**src/csb_pkg.sv**
```systemverilog
// Package for the carrier sense backoff engine: phase and status codes,
// field widths, register indexes, reset values and the state/config/result structs.
// No dependencies.
package csb_pkg;

    // Field widths
    localparam int RSSI_W   = 9;
    localparam int TICKS_W  = 16;
    localparam int RAND_W   = 16;
    localparam int TRIALS_W = 5;
    localparam int TRIAL_W  = 4;
    localparam int STATUS_W = 3;
    localparam int BOFF_W   = 32;
    localparam int CFG_A_W  = 2;
    localparam int CFG_D_W  = 16;

    // Engine phase
    typedef enum logic [1:0] {
        PH_IDLE    = 2'd0,
        PH_SENSE   = 2'd1,
        PH_BACKOFF = 2'd2
    } t_phase;

    // Reported status codes
    localparam logic [STATUS_W-1:0] ST_IDLE    = 3'd0;
    localparam logic [STATUS_W-1:0] ST_SENSE   = 3'd1;
    localparam logic [STATUS_W-1:0] ST_BACKOFF = 3'd2;
    localparam logic [STATUS_W-1:0] ST_FREE    = 3'd3;
    localparam logic [STATUS_W-1:0] ST_GIVE_UP = 3'd4;

    // Configuration register indexes
    localparam logic [CFG_A_W-1:0] REG_RSSI_THRESHOLD = 2'd0;
    localparam logic [CFG_A_W-1:0] REG_SENSE_TICKS    = 2'd1;
    localparam logic [CFG_A_W-1:0] REG_BACKOFF_UNIT   = 2'd2;
    localparam logic [CFG_A_W-1:0] REG_MAX_TRIALS     = 2'd3;

    // Register reset values
    localparam logic signed [RSSI_W-1:0] RST_RSSI_THRESHOLD = -9'sd80;
    localparam logic [TICKS_W-1:0]       RST_SENSE_TICKS    = 16'd5;
    localparam logic [TICKS_W-1:0]       RST_BACKOFF_UNIT   = 16'd50;
    localparam logic [TRIALS_W-1:0]      RST_MAX_TRIALS     = 5'd5;

    typedef struct packed {
        logic signed [RSSI_W-1:0] rssi_threshold;
        logic [TICKS_W-1:0]       sense_ticks;
        logic [TICKS_W-1:0]       backoff_unit;
        logic [TRIALS_W-1:0]      max_trials;
    } t_cfg;

    typedef struct packed {
        t_phase               phase;
        logic [TRIAL_W-1:0]   trial_index;
        logic [TICKS_W-1:0]   sense_elapsed;
        logic [BOFF_W-1:0]    backoff_left;
    } t_state;

    typedef struct packed {
        logic [STATUS_W-1:0] status;
        logic [TRIAL_W-1:0]  trial;
        logic [BOFF_W-1:0]   backoff_ticks;
    } t_result;

endpackage

```
**src/csb_step.sv**
```systemverilog
// One tick of the listen-before-talk engine: next state and result from the
// current state, the configuration and one input transaction.
// Depends on csb_pkg.
module csb_step
    import csb_pkg::*;
(
    input  t_state                   i_state,
    input  t_cfg                     i_cfg,
    input  logic                     i_start_req,
    input  logic signed [RSSI_W-1:0] i_rssi_sample,
    input  logic [RAND_W-1:0]        i_random_value,
    output t_state                   o_state,
    output t_result                  o_result
);

    logic [TICKS_W-1:0]   window;
    logic [TRIAL_W-1:0]   last_idx;
    logic [TRIAL_W:0]     shift_amt;
    logic [RAND_W-1:0]    slot_mask;
    logic [RAND_W:0]      slots;
    logic [BOFF_W-1:0]    product;
    logic [TICKS_W-1:0]   elapsed_inc;
    logic [BOFF_W-1:0]    left_dec;
    logic                 busy;
    t_state               cur;

    // Clamp the configuration to legal ranges
    always_comb begin
        window = (i_cfg.sense_ticks == '0) ? TICKS_W'(1) : i_cfg.sense_ticks;
        if (i_cfg.max_trials <= TRIALS_W'(1)) begin
            last_idx = '0;
        end else if (i_cfg.max_trials > TRIALS_W'(16)) begin
            last_idx = '1;
        end else begin
            last_idx = TRIAL_W'(i_cfg.max_trials - TRIALS_W'(1));
        end
    end

    // Start request only takes effect from idle
    always_comb begin
        cur = i_state;
        if (i_state.phase == PH_IDLE && i_start_req) begin
            cur.phase         = PH_SENSE;
            cur.trial_index   = '0;
            cur.sense_elapsed = '0;
            cur.backoff_left  = '0;
        end
    end

    // Backoff length: unit * (1 + (random mod 2^(trial+1)))
    always_comb begin
        shift_amt = {1'b0, cur.trial_index} + (TRIAL_W+1)'(1);
        slot_mask = ~({RAND_W{1'b1}} << shift_amt);
        slots     = {1'b0, i_random_value & slot_mask} + (RAND_W+1)'(1);
        product   = BOFF_W'(i_cfg.backoff_unit) * BOFF_W'(slots);
    end

    assign busy        = i_rssi_sample > i_cfg.rssi_threshold;
    assign elapsed_inc = cur.sense_elapsed + TICKS_W'(1);
    assign left_dec    = (cur.backoff_left == '0) ? '0 : cur.backoff_left - BOFF_W'(1);

    // Phase transitions and result
    always_comb begin
        o_state                = cur;
        o_result.status        = ST_IDLE;
        o_result.backoff_ticks = '0;
        case (cur.phase)
            PH_SENSE: begin
                if (busy) begin
                    if (cur.trial_index < last_idx) begin
                        o_result.backoff_ticks = product;
                        o_state.backoff_left   = product;
                        o_state.phase          = PH_BACKOFF;
                        o_result.status        = ST_BACKOFF;
                    end else begin
                        o_state.phase   = PH_IDLE;
                        o_result.status = ST_GIVE_UP;
                    end
                end else begin
                    o_state.sense_elapsed = elapsed_inc;
                    if (elapsed_inc >= window) begin
                        o_state.phase   = PH_IDLE;
                        o_result.status = ST_FREE;
                    end else begin
                        o_result.status = ST_SENSE;
                    end
                end
            end
            PH_BACKOFF: begin
                o_state.backoff_left = left_dec;
                if (left_dec == '0) begin
                    o_state.phase         = PH_SENSE;
                    o_state.trial_index   = cur.trial_index + TRIAL_W'(1);
                    o_state.sense_elapsed = '0;
                end
                o_result.status = ST_BACKOFF;
            end
            default: begin
                o_state.phase   = PH_IDLE;
                o_result.status = ST_IDLE;
            end
        endcase
        o_result.trial = o_state.trial_index;
    end

endmodule

```
**src/carrier_sense_backoff_top.sv**
```systemverilog
// Listen-before-talk engine with binary exponential backoff, one input
// transaction per time tick. It takes one transaction every clock cycle
// while the result side is not stalled; each passes an input register and
// then a result register before its result is valid. The path between the
// two registers holds the RSSI compare and the 16x17 backoff multiply.
// Depends on csb_pkg and csb_step.
module carrier_sense_backoff_top
    import csb_pkg::*;
(
    input  logic                       i_clk,
    input  logic                       i_rst_n,
    // configuration write port
    input  logic                       i_cfg_we,
    input  logic [CFG_A_W-1:0]         i_cfg_addr,
    input  logic [CFG_D_W-1:0]         i_cfg_wdata,
    // input channel
    input  logic                       i_in_valid,
    output logic                       o_in_ready,
    input  logic                       i_start_req,
    input  logic signed [RSSI_W-1:0]   i_rssi_sample,
    input  logic [RAND_W-1:0]          i_random_value,
    // result channel
    output logic                       o_out_valid,
    input  logic                       i_out_ready,
    output logic [STATUS_W-1:0]        o_status,
    output logic [TRIAL_W-1:0]         o_trial,
    output logic [BOFF_W-1:0]          o_backoff_ticks
);

    t_cfg                     r_cfg;
    t_state                   r_state;
    t_state                   n_state;
    t_result                  n_result;
    t_result                  r_result;
    logic                     r_in_valid;
    logic                     r_start_req;
    logic signed [RSSI_W-1:0] r_rssi_sample;
    logic [RAND_W-1:0]        r_random_value;
    logic                     r_out_valid;
    logic                     fire;

    // Result register free or draining: move the held transaction on
    assign fire       = r_in_valid && (!r_out_valid || i_out_ready);
    assign o_in_ready = !r_in_valid || fire;

    // Configuration registers
    always_ff @(posedge i_clk) begin
        if (!i_rst_n) begin
            r_cfg.rssi_threshold <= RST_RSSI_THRESHOLD;
            r_cfg.sense_ticks    <= RST_SENSE_TICKS;
            r_cfg.backoff_unit   <= RST_BACKOFF_UNIT;
            r_cfg.max_trials     <= RST_MAX_TRIALS;
        end else if (i_cfg_we) begin
            case (i_cfg_addr)
                REG_RSSI_THRESHOLD: r_cfg.rssi_threshold <= i_cfg_wdata[RSSI_W-1:0];
                REG_SENSE_TICKS:    r_cfg.sense_ticks    <= i_cfg_wdata[TICKS_W-1:0];
                REG_BACKOFF_UNIT:   r_cfg.backoff_unit   <= i_cfg_wdata[TICKS_W-1:0];
                REG_MAX_TRIALS:     r_cfg.max_trials     <= i_cfg_wdata[TRIALS_W-1:0];
                default: begin
                end
            endcase
        end
    end

    // Input register
    always_ff @(posedge i_clk) begin
        if (!i_rst_n) begin
            r_in_valid <= 1'b0;
        end else if (o_in_ready) begin
            r_in_valid <= i_in_valid;
        end
    end

    always_ff @(posedge i_clk) begin
        if (o_in_ready && i_in_valid) begin
            r_start_req    <= i_start_req;
            r_rssi_sample  <= i_rssi_sample;
            r_random_value <= i_random_value;
        end
    end

    csb_step u_step (
        .i_state        (r_state),
        .i_cfg          (r_cfg),
        .i_start_req    (r_start_req),
        .i_rssi_sample  (r_rssi_sample),
        .i_random_value (r_random_value),
        .o_state        (n_state),
        .o_result       (n_result)
    );

    // Engine state advances once per transaction
    always_ff @(posedge i_clk) begin
        if (!i_rst_n) begin
            r_state.phase         <= PH_IDLE;
            r_state.trial_index   <= '0;
            r_state.sense_elapsed <= '0;
            r_state.backoff_left  <= '0;
        end else if (fire) begin
            r_state <= n_state;
        end
    end

    // Result register
    always_ff @(posedge i_clk) begin
        if (!i_rst_n) begin
            r_out_valid <= 1'b0;
        end else if (fire) begin
            r_out_valid <= 1'b1;
        end else if (i_out_ready) begin
            r_out_valid <= 1'b0;
        end
    end

    always_ff @(posedge i_clk) begin
        if (fire) begin
            r_result <= n_result;
        end
    end

    assign o_out_valid     = r_out_valid;
    assign o_status        = r_result.status;
    assign o_trial         = r_result.trial;
    assign o_backoff_ticks = r_result.backoff_ticks;

    // Backoff counter only nonzero while backing off
    a_left_idle: assert property (@(posedge i_clk) disable iff (!i_rst_n)
        (r_state.phase != PH_BACKOFF) |-> (r_state.backoff_left == '0))
        else $error("backoff counter nonzero outside backoff");

    // A chosen backoff length is only reported with backoff status
    a_ticks_status: assert property (@(posedge i_clk) disable iff (!i_rst_n)
        (r_out_valid && (r_result.backoff_ticks != '0)) |-> (r_result.status == ST_BACKOFF))
        else $error("backoff length reported without backoff status");

    // A moved transaction always lands in the result register
    a_fire_out: assert property (@(posedge i_clk) disable iff (!i_rst_n)
        fire |=> r_out_valid)
        else $error("transaction lost between input and result register");

    // A stalled input transaction is held, not dropped
    a_in_hold: assert property (@(posedge i_clk) disable iff (!i_rst_n)
        (r_in_valid && !fire) |=> r_in_valid)
        else $error("held input transaction dropped");

endmodule

```
**config.mk**
```make
export PLATFORM = sky130hd
export DESIGN_NAME = carrier_sense_backoff_top
export DESIGN_NICKNAME = d
export VERILOG_FILES = /design/src/csb_pkg.sv /design/src/csb_step.sv /design/src/carrier_sense_backoff_top.sv
export SDC_FILE = /design/constraint.sdc
export NUM_CORES = 1
export LEC_CHECK = 0
export ABC_AREA = 1
export ABC_CLOCK_PERIOD_IN_PS = 10000
export BUFFER_PORTS_ARGS = -buffer_cell sky130_fd_sc_hd__buf_2
export CAP_MARGIN = 25
export CORE_ASPECT_RATIO = 0.8
export CORE_MARGIN = 2
export CORE_UTILIZATION = 40
export DETAILED_ROUTE_END_ITERATION = 6
export PLACE_DENSITY = 0.64
export SLEW_MARGIN = 10
export SYNTH_ARGS = -nofsm -noshare
export SYNTH_HDL_FRONTEND = slang
export SYNTH_SLANG_ARGS = --single-unit
```
**constraint.sdc**
```tcl
create_clock -name i_clk -period 10 [get_ports i_clk]
set_input_delay 1 -clock i_clk [delete_from_list [all_inputs] [get_ports i_clk]]
set_output_delay 1 -clock i_clk [all_outputs]
set_load 0.01 [all_outputs]
```
==> flow_metrics.env, run 1 <==
export IMPL_grt_pass1_wl_um=91500
export IMPL_drive_above_1_share_pct=9.63
export IMPL_num_vias=17219
export IMPL_cts_htree_levels=4
export IMPL_grt_usage_pct=23.4
export IMPL_syn_mean_instance_area_sq_um=7.50
export IMPL_rr_endpoint="r_state[26]"
export IMPL_fin_nets=2984
export IMPL_ir_worst_vdd_mv=0.111
export IMPL_num_io_pins=90
export IMPL_period_needed_ns=9.22
export IMPL_reg2reg_depth=39
export IMPL_synth_flop_cell="dfxtp_1"
export IMPL_core_sq_mm=0.0471
export IMPL_worstSkewPairLatency_ns=0.46
export IMPL_period_share_pct=92.2
export IMPL_die_h_um=200
export IMPL_power_total_mw=2.22
export IMPL_crit_type="reg2reg"
export IMPL_overflow=0
export IMPL_cts_made_buffers=17
export IMPL_synthTopCellsByCount="inv_1 (493), nand2_1 (489), nor2_1 (314), fa_1 (207), o21ai_0 (139)"
export IMPL_worstSetupStartpointType="flop"
export IMPL_drtAntennaViolNets=0
export IMPL_drv_cap=0
export IMPL_status="finished clean"
export IMPL_drc=0
export IMPL_grt_pass1_vias=16682
export IMPL_ff_latch_area_sq_mm=0.00399
export IMPL_ys_seq_area_share_pct=20.9
export IMPL_cts_tree="built"
export IMPL_gp_congestion=0.939
export IMPL_cts_resized=0
export IMPL_wl_per_cell_um=17.7
export IMPL_rsz0062_at_grt="false"
export IMPL_fin_cells=3226
export IMPL_cp_slowest_stage_delay_ns=0.55
export IMPL_critPathMaxFanout=35
export IMPL_synth_top_area_cell="fa_1"
export IMPL_io_buffers=89
export IMPL_worstSetupStartpoint="r_state[53]"
export IMPL_synth_most_common_cell="inv_1"
export IMPL_synth_fp_nets=2940
export IMPL_grt_max_degree=80
export IMPL_synth_edf_count=65
export IMPL_cts_hold_buf=0
export IMPL_n_antenna_cell=0
export IMPL_start_util_pct=40.6
export IMPL_cts_sinks=167
export IMPL_postSynthCellCount=2549
export IMPL_critPathArrivalTime_ns=9.62
export IMPL_max_freq_mhz=108
export IMPL_cp_required_ns=10.40
export IMPL_clock_skew_final_ns=0.0156
export IMPL_yosysUniqueCellTypes=59
export IMPL_rr_startpoint="r_state[53]"
export IMPL_rrSetupSlack_ns=0.78
export IMPL_post_cts_buffers=0
export IMPL_antenna_found_initial=0
export IMPL_clk_path_buf_depth=2
export IMPL_worst_pin_slew_ns=1.04
export IMPL_p_leak_nw=10.3
export IMPL_drt_pass1_iter_count=6
export IMPL_cts_root_buf="clkbuf_16"
export IMPL_finalHoldViolations=0
export IMPL_n_fill_cell=4816
export IMPL_crit_end="r_state[26]"
export IMPL_yosysWarningCount=0
export IMPL_ys_ff_latch=167
export IMPL_final_max_slew_viol_count=0
export IMPL_synth_top_area_share_pct=21.7
export IMPL_async_reset_ff_share_pct=0
export IMPL_cp_common_cell="nand2_1"
export IMPL_multiInputGateArea_sq_mm=0.0128
export IMPL_worstHoldPathType="reg2reg"
export IMPL_power_density_mw_per_mm2=107
export IMPL_syn_cell_area_sq_mm=0.0191
export IMPL_worstSetupEndpointType="flop"
export IMPL_hpwl_um=44800
export IMPL_slowest_stage="fa_1"
export IMPL_num_rows=71
export IMPL_synth_area_top_cells="fa_1 (22%), dfxtp_1 (11%), edfxtp_1 (10%)"
export IMPL_drt_iter0_drc=1795
export IMPL_fp_dieW_um=248
export IMPL_syn_to_final_growth_pct=8.55
export IMPL_tns_ns=0
export IMPL_via_per_inst=5.34
export IMPL_clk_pin_slew_ns=0.08
export IMPL_drt_total_wl_um=57300
export IMPL_die_area_sq_mm=0.0496
export IMPL_slew_headroom_pct=30.5
export IMPL_setup_viol=0
export IMPL_dpl_cell_count=3191
[cell families after synthesis]
kind of cell | after synthesis | synth area share [%]
DFF | 167 | 20.9
xor gates and xnor gates | 37 | 1.70
and+or+nand+nor | 1013 | 22.7
AOI/OAI and AO/OA | 389 | 12.1
adders and majority gates | 342 | 30.5
buffers and inverters | 601 | 12.2
[cells in the final DEF, fill, tap and decap left out, types with 7 or more instances in the layout]
| cell type | netlist | routed |
|---|---|---|
| o21ai_2 | 20 | 20 |
| dfxtp_1 | 102 | 102 |
| ha_1 | 135 | 135 |
| xor2_1 | 29 | 29 |
| nand2_4 | 7 | 7 |
| clkinv_1 | 8 | 7 |
| o211ai_1 | 24 | 24 |
| inv_1 | 493 | 493 |
| xnor2_1 | 8 | 8 |
| nor3_1 | 20 | 20 |
| buf_4 | 2 | 15 |
| o21a_1 | 16 | 16 |
| nand2_2 | 25 | 25 |
| or2_2 | 10 | 10 |
| nor4_1 | 10 | 10 |
| nand4_1 | 15 | 15 |
| nor2_1 | 314 | 314 |
| a31oi_1 | 8 | 8 |
| a21oi_1 | 119 | 119 |
| nor2_2 | 7 | 7 |
| buf_2 | 4 | 90 |
| o21ai_0 | 139 | 139 |
| clkbuf_16 | 0 | 17 |
| o221ai_1 | 12 | 12 |
| nor2_4 | 13 | 13 |
| edfxtp_1 | 65 | 65 |
| o22ai_1 | 8 | 8 |
| fa_1 | 207 | 207 |
| nand2_1 | 489 | 489 |
| o21ai_1 | 8 | 8 |
| inv_2 | 17 | 17 |
| a211oi_1 | 8 | 8 |
| nand3_1 | 91 | 91 |
[worst max-delay path: cells and delay by family, from the launching register on]
kind	cells	cell delay, ns
adder cells (fa/ha/maj)	9	3.89
buffers and inverters	7	1.09
AO/OA/AOI/OAI	2	0.38
AND/OR/NAND/NOR	20	3.28
XOR/XNOR	1	0.14
flip-flops	1	0.34
[power by group]
part	switching, mW	internal [mW]	leakage (nW)	total [mW]
registers	0.0428	0.751	1.46	0.794
logic	0.502	0.231	8.51	0.733
clock network	0.348	0.342	0.298	0.690
total	0.893	1.32	10.3	2.22
[how the worst min path moves through the flow]
stage / start / endpoint / slack [ns] / cells after the start
3_5_place_dp: r_cfg[38] / r_cfg[38] / 0.46 / 2
3_3_place_gp: r_cfg[39] / r_cfg[39] / 0.45 / 2
4_1_cts: r_cfg[43] / r_cfg[43] / 0.48 / 2
6_report: r_state[47] / r_state[47] / 0.48 / 2
5_1_grt: r_cfg[43] / r_cfg[43] / 0.50 / 2
2_1_floorplan: r_cfg[38] / r_cfg[38] / 0.44 / 2
[cell type report]
cell class | instances | share of cell area [%]
clock buffers | 17 | 2.05
clock inverters | 15 | 0.922
inverters | 519 | 9.40
multi-input cells | 1781 | 61.7
flip-flops and latches | 167 | 19.2
well taps | 620 | 3.74
repair buffers | 107 | 2.98
[state kept, by name, summed over array words and instances, names as in the netlist]
register,cells
r_start_req,1
o_out_valid,1
r_random_value,16
r_in_valid,1
r_state,54
r_cfg,46
o_trial,4
o_backoff_ticks,32
r_rssi_sample,9
o_status,3
[per-layer routing]
layer  track usage [%]  up-vias  share of wire (%)
met5                 0        -                  0
met4              5.63        0                1.8
met3              4.64       72                9.6
met2              34.9      794                 42
met1              34.6     8287                 46
li1                  -     8066                  -
[per-stage QoR]
| stage | hold WS, ns | setup slack (ns) | cell area (sq um) | util [%] |
|---|---|---|---|---|
| after CTS | 0.476 | 0.946 | 20700 | 44.0 |
| after global placement | 0.449 | 1.16 | 20100 | 42.6 |
| after global routing | 0.496 | 0.120 | 20800 | 44.1 |
| after floorplan | 0.435 | 1.74 | 19100 | - |
| after detailed placement | 0.459 | 1.00 | 20100 | 42.6 |
| final | 0.478 | 0.781 | 20800 | 44.1 |
No activity file was read; power rests on OpenSTA's default activity.
==> run 2: changes to the inputs <==
Settings changed: ABC_CLOCK_PERIOD_IN_PS 10000 to 7500, PLACE_DENSITY 0.64 to 0.66.
Clock period 10 ns to 7.5 ns, I/O delays scaled along.
==> run 2 against run 1 <==
Against the previous run: the flow now finishes with violations (setup timing); utilization increased by 5.2 points; non-clock buffer count increased by 199; combinational power increased by 57%; critical path depth unchanged; register-to-register slack got worse by 0.89 ns; count of clock-buffer cells in the layout unchanged; clock skew about the same; final cell count increased by 6.3%; sequential power increased by 32%; sequential cell count unchanged; global-route usage increased by 1.1 points; via count increased by 4.8%; critical path type unchanged; critical endpoint is now o_backoff_ticks[31]; largest power group is now combinational cells; highest routed layer is now met5.
==> flow_metrics.env, run 2 (same netlist as run 1, synthesis figures left out) <==
export IMPL_clock_skew_final_ns=0.0156
export IMPL_power_total_mw=3.13
export IMPL_cts_hold_buf=0
export IMPL_worstHoldPathType="in2reg"
export IMPL_drt_pass1_iter_count=5
export IMPL_grt_max_degree=79
export IMPL_critPathArrivalTime_ns=7.84
export IMPL_antenna_found_initial=5
export IMPL_final_max_slew_viol_count=0
export IMPL_drtAntennaViolNets=0
export IMPL_tns_ns=-1.03
export IMPL_syn_to_final_growth_pct=21.2
export IMPL_clk_path_buf_depth=2
export IMPL_cp_common_cell="fa_1"
export IMPL_p_seq_share_pct=33.5
export IMPL_via_per_inst=5.26
export IMPL_crit_type="reg2reg"
export IMPL_start_util_pct=40.6
export IMPL_slew_headroom_pct=29.2
export IMPL_cts_sinks=167
export IMPL_regMostFlops="r_state"
export IMPL_violations="setup timing"
export IMPL_ir_worst_vdd_mv=0.161
export IMPL_worst_pin_slew_ns=1.06
export IMPL_num_rows=71
export IMPL_clk_pin_slew_ns=0.07
export IMPL_gp_congestion=0.968
export IMPL_hpwl_um=47300
export IMPL_grt_pass1_wl_um=94800
export IMPL_wl_per_cell_um=17.8
export IMPL_cp_slowest_stage_delay_ns=0.60
export IMPL_period_needed_ns=7.61
export IMPL_p_leak_nw=11.5
export IMPL_drv_cap=0
export IMPL_finalHoldViolations=0
export IMPL_final_common_cell="inv_1"
export IMPL_max_freq_mhz=131
export IMPL_worstSetupEndpointType="flop"
export IMPL_core_sq_mm=0.0471
export IMPL_layout_common_cells="inv_1 (461), nand2_1 (453), nor2_1 (299)"
export IMPL_combPwrFrac_pct=36.7
export IMPL_worstSkewPairLatency_ns=0.47
export IMPL_num_vias=18046
export IMPL_largest_reg_flops=54
export IMPL_cts_made_buffers=17
export IMPL_die_area_sq_mm=0.0496
export IMPL_drive_above_1_share_pct=21.7
export IMPL_layout_setup_ws_ns=-0.113
export IMPL_grt_usage_pct=24.5
export IMPL_cts_htree_levels=4
export IMPL_drt_total_wl_um=60900
export IMPL_stdcell_area_sq_mm=0.0232
export IMPL_p_switching_mw=1.25
export IMPL_status="finished, violations left"
export IMPL_dpl_cell_count=3352
export IMPL_power_density_mw_per_mm2=135
export IMPL_drc=0
export IMPL_num_io_pins=90
export IMPL_overflow=0
export IMPL_cts_tree="built"
export IMPL_slowest_stage="fa_2"
export IMPL_io_buffers=89
export IMPL_critPathMaxFanout=4
export IMPL_period_share_pct=102
export IMPL_grt_pass1_vias=17694
export IMPL_die_h_um=200
export IMPL_fp_dieW_um=248
export IMPL_fin_nets=3183
export IMPL_rsz0062_at_grt="true"
export IMPL_dpl_instance_area_sq_mm=0.0214
export IMPL_worstSetupStartpointType="flop"
export IMPL_clockPowerShare_pct=29.7
export IMPL_fin_cells=3428
export IMPL_place_ws_ns=-0.417
export IMPL_cts_root_buf="clkbuf_16"
export IMPL_setup_viol=22
export IMPL_sw_frac_of_total_pct=39.8
export IMPL_cellInternalPower_mw=1.89
export IMPL_drt_iter0_drc=1405
export IMPL_cp_required_ns=7.72
-- run 2: cell types whose count changed in the layout (fill, tap and decap cells not counted), sizes merged --
cell      change
diode         +3
clkinvlp      +1
bufinv        +1
buf         +199
clkinv        -3
inv           +1
-- run 2: per-layer routing --
layer	track usage, %	up-vias	part of all wire, %
li1	-	8478	-
met1	34.7	8759	45
met2	37.6	727	44
met3	5.77	80	9.0
met4	6.19	2	1.9
met5	0	-	0.018
-- run 2: stage by stage --
stage	hold slack (ns)	utilization, %
3_5_place_dp	0.462	45.5
3_3_place_gp	0.453	45.5
6_report	0.454	49.2
5_1_grt	0.437	49.2
2_1_floorplan	0.435	-
4_1_cts	0.431	47.9
-- run 2: what timing repair did --
action	in CTS	in global routing
buffers inserted	24	14
pin swaps	70	78
setup endpoints to repair	39	43
cloned	0	0
resized for setup	90	122
-- run 2: power by group through the flow --
| stage | Clock, mW | Combinational, mW | Sequential [mW] |
|---|---|---|---|
| 2_1_floorplan | 0 | 0.708 | 1.06 |
| 3_3_place_gp | 0 | 1.04 | 1.07 |
| 3_5_place_dp | 0 | 1.06 | 1.07 |
| 4_1_cts | 0.946 | 1.09 | 1.05 |
| 5_1_grt | 0.982 | 1.27 | 1.06 |
| 6_report | 0.932 | 1.15 | 1.05 |
-- run 2: worst max-delay path, delay by kind of cell (launching register included) --
family | cells | cell delay [ns]
buf+inv | 9 | 0.62
flops | 1 | 0.43
compound gates | 5 | 0.70
fa+ha+maj | 9 | 3.68
simple gates | 16 | 1.93
-- run 2: cell type report --
type / instances / area (sq um)
Clock buffer: 17 / 425
Multi-Input combinational cell: 1781 / 13600
Tap cell: 620 / 776
Inverter: 519 / 1970
Antenna cell: 3 / 7.51
Sequential cell: 167 / 4000
Fill cell: 4570 / 23900
Clock inverter: 15 / 184
Timing Repair Buffer: 306 / 2230
-- run 2: worst paths after layout --
kind                            slack, ns  depth (start not counted)             start                  end
worst max-delay path                -0.11                         39       r_start_req  o_backoff_ticks[31]
worst min-delay path                 0.45                          1  i_rssi_sample[5]     r_rssi_sample[5]
worst max register to register      -0.11                         39       r_start_req  o_backoff_ticks[31]
worst min register to register       0.47                          2       r_state[47]          r_state[47]
